## src/design/vfcs_pkg.sv

```systemverilog
// Shared constants, codes and controller/datapath types for the frame condition scaler.
`default_nettype none

package vfcs_pkg;

    // Frame store geometry
    localparam int MAX_PIXELS = 524288;
    localparam int ADDR_W     = $clog2(MAX_PIXELS);
    localparam int IDX_W      = $clog2(MAX_PIXELS + 1);

    // Field and register widths
    localparam int PIX_W      = 24;
    localparam int CH_W       = 8;
    localparam int COORD_W    = 12;
    localparam int DIM_W      = 13;
    localparam int GAIN_W     = 12;
    localparam int STEP_W     = 17;
    localparam int STEP_FRAC  = 16;
    localparam int LEVEL_W    = 16;
    localparam int SUM_W      = 44;
    localparam int WEIGHT_W   = 16;
    localparam int PROD_W     = CH_W + WEIGHT_W;
    localparam int LUMA_W     = PROD_W + 2;
    localparam int LIMIT_W    = LEVEL_W + IDX_W;
    localparam int LINADDR_W  = COORD_W + DIM_W + 1;
    localparam int CFG_IDX_W  = 3;
    localparam int CFG_DATA_W = 17;

    // Luminance weights, Q0.16
    localparam logic [WEIGHT_W-1:0] W_RED = 16'd20224;
    localparam logic [WEIGHT_W-1:0] W_GRN = 16'd39938;
    localparam logic [WEIGHT_W-1:0] W_BLU = 16'd5374;

    localparam logic [CH_W-1:0] CH_MAX = 8'd255;

    // Register reset values
    localparam logic [DIM_W-1:0]   RST_SRC_WIDTH  = 13'd640;
    localparam logic [DIM_W-1:0]   RST_SRC_HEIGHT = 13'd480;
    localparam logic [GAIN_W-1:0]  RST_GAIN_Q     = 12'd563;
    localparam logic [1:0]         RST_DEPTH_MODE = 2'd0;
    localparam logic [STEP_W-1:0]  RST_SCALE_STEP = 17'd65536;
    localparam logic [LEVEL_W-1:0] RST_DARK_LEVEL = 16'd1306;

    typedef enum logic [CFG_IDX_W-1:0] {
        REG_SRC_WIDTH  = 3'd0,
        REG_SRC_HEIGHT = 3'd1,
        REG_GAIN_Q     = 3'd2,
        REG_DEPTH_MODE = 3'd3,
        REG_SCALE_STEP = 3'd4,
        REG_DARK_LEVEL = 3'd5
    } cfg_reg_t;

    typedef enum logic [1:0] {
        DEPTH_PASS = 2'd0,
        DEPTH_332  = 2'd1,
        DEPTH_444  = 2'd2,
        DEPTH_555  = 2'd3
    } depth_t;

    // Controller -> datapath
    typedef struct packed {
        logic capture;   // latch the input beat
        logic ld_mul;    // store pixel, weight channels, bump index
        logic ld_acc;    // add luminance into the sum
        logic ld_lim;    // form dark limit
        logic ld_cmp;    // verdict, emit status, restart frame
        logic rd_map;    // scale output coordinate
        logic rd_addr;   // bounds check and linear address
        logic rd_mem;    // frame store read
        logic rd_gain;   // channel gain
        logic rd_out;    // pack and emit
    } dp_cmd_t;

    // Datapath -> controller
    typedef struct packed {
        logic last;
    } dp_stat_t;

endpackage

`default_nettype wire

```

## src/design/vfcs_ctrl.sv

```systemverilog
// Sequencer for load and read commands of the frame condition scaler.
`default_nettype none

module vfcs_ctrl (
    input  wire logic              clk,
    input  wire logic              rst_n,
    input  wire logic              start,
    input  wire logic              cmd,
    input  vfcs_pkg::dp_stat_t     stat,
    output vfcs_pkg::dp_cmd_t      ctl,
    output logic                   busy
);
    import vfcs_pkg::*;

    typedef enum logic [9:0] {
        S_IDLE    = 10'b00_0000_0001,
        S_LD_MUL  = 10'b00_0000_0010,
        S_LD_ACC  = 10'b00_0000_0100,
        S_LD_LIM  = 10'b00_0000_1000,
        S_LD_CMP  = 10'b00_0001_0000,
        S_RD_MAP  = 10'b00_0010_0000,
        S_RD_ADDR = 10'b00_0100_0000,
        S_RD_MEM  = 10'b00_1000_0000,
        S_RD_GAIN = 10'b01_0000_0000,
        S_RD_OUT  = 10'b10_0000_0000
    } state_t;

    state_t state_reg, state_next;

    assign busy = (state_reg != S_IDLE);

    always_comb
    begin
        state_next = state_reg;
        unique case (state_reg)
            S_IDLE:
            begin
                if (start)
                begin
                    state_next = cmd ? S_RD_MAP : S_LD_MUL;
                end
            end
            S_LD_MUL:  state_next = S_LD_ACC;
            S_LD_ACC:  state_next = stat.last ? S_LD_LIM : S_IDLE;
            S_LD_LIM:  state_next = S_LD_CMP;
            S_LD_CMP:  state_next = S_IDLE;
            S_RD_MAP:  state_next = S_RD_ADDR;
            S_RD_ADDR: state_next = S_RD_MEM;
            S_RD_MEM:  state_next = S_RD_GAIN;
            S_RD_GAIN: state_next = S_RD_OUT;
            S_RD_OUT:  state_next = S_IDLE;
            default:   state_next = S_IDLE;
        endcase
    end

    always_comb
    begin
        ctl         = '0;
        ctl.capture = (state_reg == S_IDLE) && start;
        ctl.ld_mul  = (state_reg == S_LD_MUL);
        ctl.ld_acc  = (state_reg == S_LD_ACC);
        ctl.ld_lim  = (state_reg == S_LD_LIM);
        ctl.ld_cmp  = (state_reg == S_LD_CMP);
        ctl.rd_map  = (state_reg == S_RD_MAP);
        ctl.rd_addr = (state_reg == S_RD_ADDR);
        ctl.rd_mem  = (state_reg == S_RD_MEM);
        ctl.rd_gain = (state_reg == S_RD_GAIN);
        ctl.rd_out  = (state_reg == S_RD_OUT);
    end

    always_ff @(posedge clk or negedge rst_n)
    begin
        if (!rst_n)
        begin
            state_reg <= S_IDLE;
        end
        else
        begin
            state_reg <= state_next;
        end
    end

endmodule

`default_nettype wire

```

## config.mk

```make
export PLATFORM = sky130hd
export DESIGN_NAME = vfcs_ctrl
export DESIGN_NICKNAME = d
export VERILOG_FILES = /design/src/design/vfcs_pkg.sv /design/src/design/vfcs_ctrl.sv
export SDC_FILE = /design/constraint.sdc
export NUM_CORES = 1
export LEC_CHECK = 0
export ABC_AREA = 1
export CORE_AREA = 5 5 42 44
export CTS_CLUSTER_DIAMETER = 50
export DETAILED_ROUTE_END_ITERATION = 8
export DIE_AREA = 0 0 47 49
export DONT_BUFFER_PORTS = 1
export GPL_TIMING_DRIVEN = 0
export PLACE_DENSITY = 0.66
export SYNTH_ARGS = -nofsm -noshare
export SYNTH_HDL_FRONTEND = slang
export SYNTH_SLANG_ARGS = --single-unit
```

## constraint.sdc

```tcl
create_clock -name clk -period 2 [get_ports clk]
set_clock_uncertainty 0.2 [all_clocks]
set_input_delay 0.2 -clock clk [delete_from_list [all_inputs] [get_ports clk]]
set_output_delay 0.2 -clock clk [all_outputs]
set_load 0.1 [all_outputs]
```

; After elaboration in Yosys (flattened, before gate mapping)
; Index checks and enable logic that the tools add are counted.
[op_classes]
reduce_logical = 1
mux = 4
addsub = 0
n_eq_ne = 12
shifts = 0
n_lt_le_gt_ge = 0
div = 0
mul = 0
bitwise = 0
[ops]
columns = operator, count
row1 = $pmux W10 S8, 1
row2 = $eq A10 B1 Y1 const B, 1
row3 = $eq A10 B10 Y1 const B, 1
row4 = $eq A10 B2 Y1 const B, 1
row5 = $eq A10 B3 Y1 const B, 1
row6 = $eq A10 B4 Y1 const B, 1
row7 = $eq A10 B5 Y1 const B, 1
row8 = $eq A10 B6 Y1 const B, 1
row9 = $eq A10 B7 Y1 const B, 1
row10 = $eq A10 B8 Y1 const B, 1
row11 = $eq A10 B9 Y1 const B, 1
row12 = $mux W10, 1
row13 = $ne A10 B1 Y1 const B, 1
row14 = $mux W6, 1
row15 = $mux W4, 1
row16 = $ne A2 B2 Y1 const B, 1
row17 = $logic_and A1 B1 Y1, 1
[word_totals]
register_bits = 10
output_inout_bits = 11
ram_bits = 0
mem_bits_ro = 0
input_bits = 5
wordCells = 18
memories = 0
latchBits = 0

; Logic depth before layout (Yosys ltp)
[depth]
depth_word = 3
ltp_mapped = 8
depth_no_buf = 8

; Worst setup path before layout
; Ideal clock, no wire load.
[synth_timing]
kind = flip-flop to output port
start = register state_reg[9]
end = output port ctl[5] in the netlist's numbering
required_time_ns = 1.600
slack_ns = -1.867
arrival_time_ns = 3.467
n_path_buf = 0
stages_incl_launch_ff = 4
cell_sequence = dfrtp_1 nor2_2 nand2_2 nor4_1
[synth_lines]
columns = element, line_no
row1 = start: declaration, vfcs_ctrl.sv:28  ; state_t state_reg, state_next;
row2 = start signal: assignment, vfcs_ctrl.sv:79  ; state_reg <= state_next;
row3 = end: declaration, vfcs_ctrl.sv:10  ; output vfcs_pkg::dp_cmd_t ctl,

==> summary.md <==
| Metric | Value |
|---|---|
| Die area | `2300 sq um` |
| Final Slew Violations | `0` |
| Cell variety after synth | `15` |
| Syn Nets | `87` |
| Pleak | `0.547 nW` |
| Drt pass-1 iters | `4` |
| Violations in the final reports | `setup timing` |
| CP endpoint kind | `primary output` |
| Mapped cell area | `591 sq um` |
| Setup ws final | `-0.413 ns` |
| Detail Placement HPWL | `888 um` |
| Port Buffers | `0` |
| Hold Crit Class | `in -> async` |
| Slew HR | `0.0971` |
| Post-Syn Area per Cell | `7.20 sq um` |
| Clock Sink Count | `10` |
| RSZ-0062 raised after global routing | `yes` |
| Worst r2r path cells | `12` |
| Global route overflow | `0` |
| Kind of critical path | `reg -> out` |
| Max Fclk | `0.414 GHz` |
| Final wirelength | `1580 um` |
| Part of the power in combinational logic | `0.658` |
| Psw | `0.652 mW` |
| Core box area | `1400 sq um` |
| RR Startpoint | `state_reg[9]` |
| Initial Util | `0.421` |
| Vias per cell | `4.75` |
| Critical-path maximum fanout | `3` |
| Internal Power | `0.579 mW` |
| Final setup violating endpoints | `9` |
| Max incr delay on CP | `1.08 ns` |
| Cell Rows | `14` |
| Number of DRC markers in iteration 0 | `8` |
| Reg2reg setup slack | `0.18 ns` |
| Clk_lat worst skew | `0.27 ns` |
| DP Worst Slack | `-0.146 ns` |
| Routed Antenna Nets | `0` |
| Worst path required time | `1.60 ns` |
| First-pass GRT wire length | `2350 um` |
| Crit start category | `flop` |
| Nets | `116` |
| Layout cell share with drive strength beyond 1 | `0.555` |
| Setup TNS | `-1.27 ns` |
| Largest register FFs | `10` |
| Switching share of total power | `0.530` |
| Reg clk slew, reported paths | `0.07 ns` |
| Non-Filler Cell Area, Final | `987 sq um` |
| Sequential Power Share | `0.220` |
| Critical path's slowest cell | `nor4_4` |
| Worst-margin pin slew | `1.34 ns` |
| Drt wl/cell | `12.5 um` |
| CTS buffer count | `3` |
| Final hold vios | `0` |
| Crit path arrival time | `2.01 ns` |
| DR vias | `599` |
| Area growth syn-to-layout | `67.2%` |
| Largest net degree at the start of global routing | `11` |
| Clk pwr share | `0.122` |
| Yosys reg bits | `10` |
| Post-Synthesis Cells | `82` |
| RR Endpoint | `state_reg[0]` |
| Seq/Total Area, Yosys | `0.426` |
| CP delay by family, top | `simple AND/OR/NAND/NOR gates` |
| Routability cong. | `0.744` |
| Tot GR Track Use | `0.141` |
| Pwr Density | `1250 nW/um^2` |
| Status | `finished, violations left` |
| Vias in the first global route | `594` |
| Antenna violations before repair | `0` |
| Crit share post-route | `1.21` |
| CTS Root Cell | `clkbuf_4` |
| H-tree depth | `1` |
| Final core utilization | `0.704` |
| Drt drc | `0` |
| Die X | `47 um` |
| Clock tree buffer depth | `2` |
| Yosys Warn Count | `0` |
| CP Buf/Inv Count | `0` |
| Worst IR Drop VDD | `1150 uV` |
| ANT cells | `0` |
| Critical path depth in cells | `3` |
| CP Cell Sequence | `nor2_2 > nand2_2 > nor4_4` |
| Max cap viols | `0` |
| Post-DP Area | `633 sq um` |
| Period minus WS final | `2.41 ns` |
| Clock tree from TritonCTS | `yes` |
| Die height | `49 um` |
| Io pins | `16` |
## synth_stat cells
| cell type | number | area (sq um) |
|---|---|---|
| nand3_1 | 1 | 5.00 |
| nand2_4 | 1 | 11.3 |
| inv_1 | 25 | 93.8 |
| nand2_2 | 4 | 25.0 |
| nor3_2 | 1 | 10.0 |
| nor3b_2 | 1 | 12.5 |
| dfrtp_1 | 9 | 225 |
| o21ai_2 | 1 | 8.76 |
| nor2_1 | 15 | 56.3 |
| nor2_4 | 2 | 22.5 |
| nor2_2 | 4 | 25.0 |
| nand2_1 | 15 | 56.3 |
| nor4_1 | 1 | 6.26 |
| dfstp_2 | 1 | 26.3 |
| and3_1 | 1 | 6.26 |
## timing repair
item	CTS	global route
gates cloned	0	0
gates resized for setup	23	16
hold buffers	4	0
hold endpoints to repair	14	0
setup endpoints to repair	10	10
buffers inserted	7	14
pin swaps	7	10
## cell type report
| type | count | area (sq um) |
|---|---|---|
| clock buffers | 4 | 26.3 |
| fillers | 115 | 414 |
| inverters | 25 | 123 |
| multi-input cells | 47 | 362 |
| flip-flops and latches | 10 | 251 |
| well taps | 16 | 20.0 |
| repair buffers | 24 | 205 |
## per-stage QoR
step / total power [mW] / std cells / hold WS [ns]
final: 1.23 / 126 / 0.112
after global routing: 1.28 / 126 / 0.181
after CTS: 1.10 / 113 / 0.137
after detailed placement: 0.776 / 98 / -0.295
after global placement: 0.764 / 98 / -0.295
after floorplan: 0.730 / 82 / -0.296
## cell usage in the layout, fill, tap and decap left out
cell	netlist	routed
clkinvlp_4	0	7
clkbuf_4	0	3
nor3b_2	1	1
buf_6	0	4
nor3_2	1	1
nand3_1	1	1
nand2_1	15	7
nor4_4	0	1
nand2_2	4	7
buf_4	0	16
clkbuf_1	0	1
dlygate4sd3_1	0	4
inv_4	0	1
inv_1	25	17
dfstp_2	1	1
o21ai_2	1	1
and3_4	0	1
nor2_4	2	8
nand2_4	1	5
nand2_8	0	1
nor2_1	15	10
nor2_2	4	3
dfrtp_1	9	9
## power by group through the flow
stage,logic (mW),registers (mW),clock network [mW]
2_1_floorplan,0.470,0.260,0
3_3_place_gp,0.502,0.262,0
3_5_place_dp,0.511,0.264,0
4_1_cts,0.680,0.263,0.152
5_1_grt,0.850,0.273,0.159
6_report,0.810,0.271,0.150
## layer usage
layer,GRT usage,vias up,share of wire
li1,-,289,-
met1,0.145,290,0.33
met2,0.247,15,0.60
met3,0.0258,5,0.047
met4,0.0829,0,0.025
met5,0,-,0
## cells by family after synthesis
| logic type | Yosys count | synth area share |
|---|---|---|
| AO/OA/AOI/OAI | 1 | 0.0148 |
| buffers and inverters | 25 | 0.159 |
| flip-flops | 10 | 0.426 |
| AND/OR/NAND/NOR | 46 | 0.400 |
## worst max path at each step
stage                             from      to  slack [ns]
after floorplan           state_reg[9]  ctl[5]       -0.07
after global placement    state_reg[9]  ctl[5]       -0.13
after detailed placement  state_reg[9]  ctl[5]       -0.15
after CTS                 state_reg[2]  ctl[5]       -0.40
after global routing      state_reg[9]  ctl[5]       -0.45
final                     state_reg[9]  ctl[5]       -0.41
No activity file was read; power rests on OpenSTA's default activity.
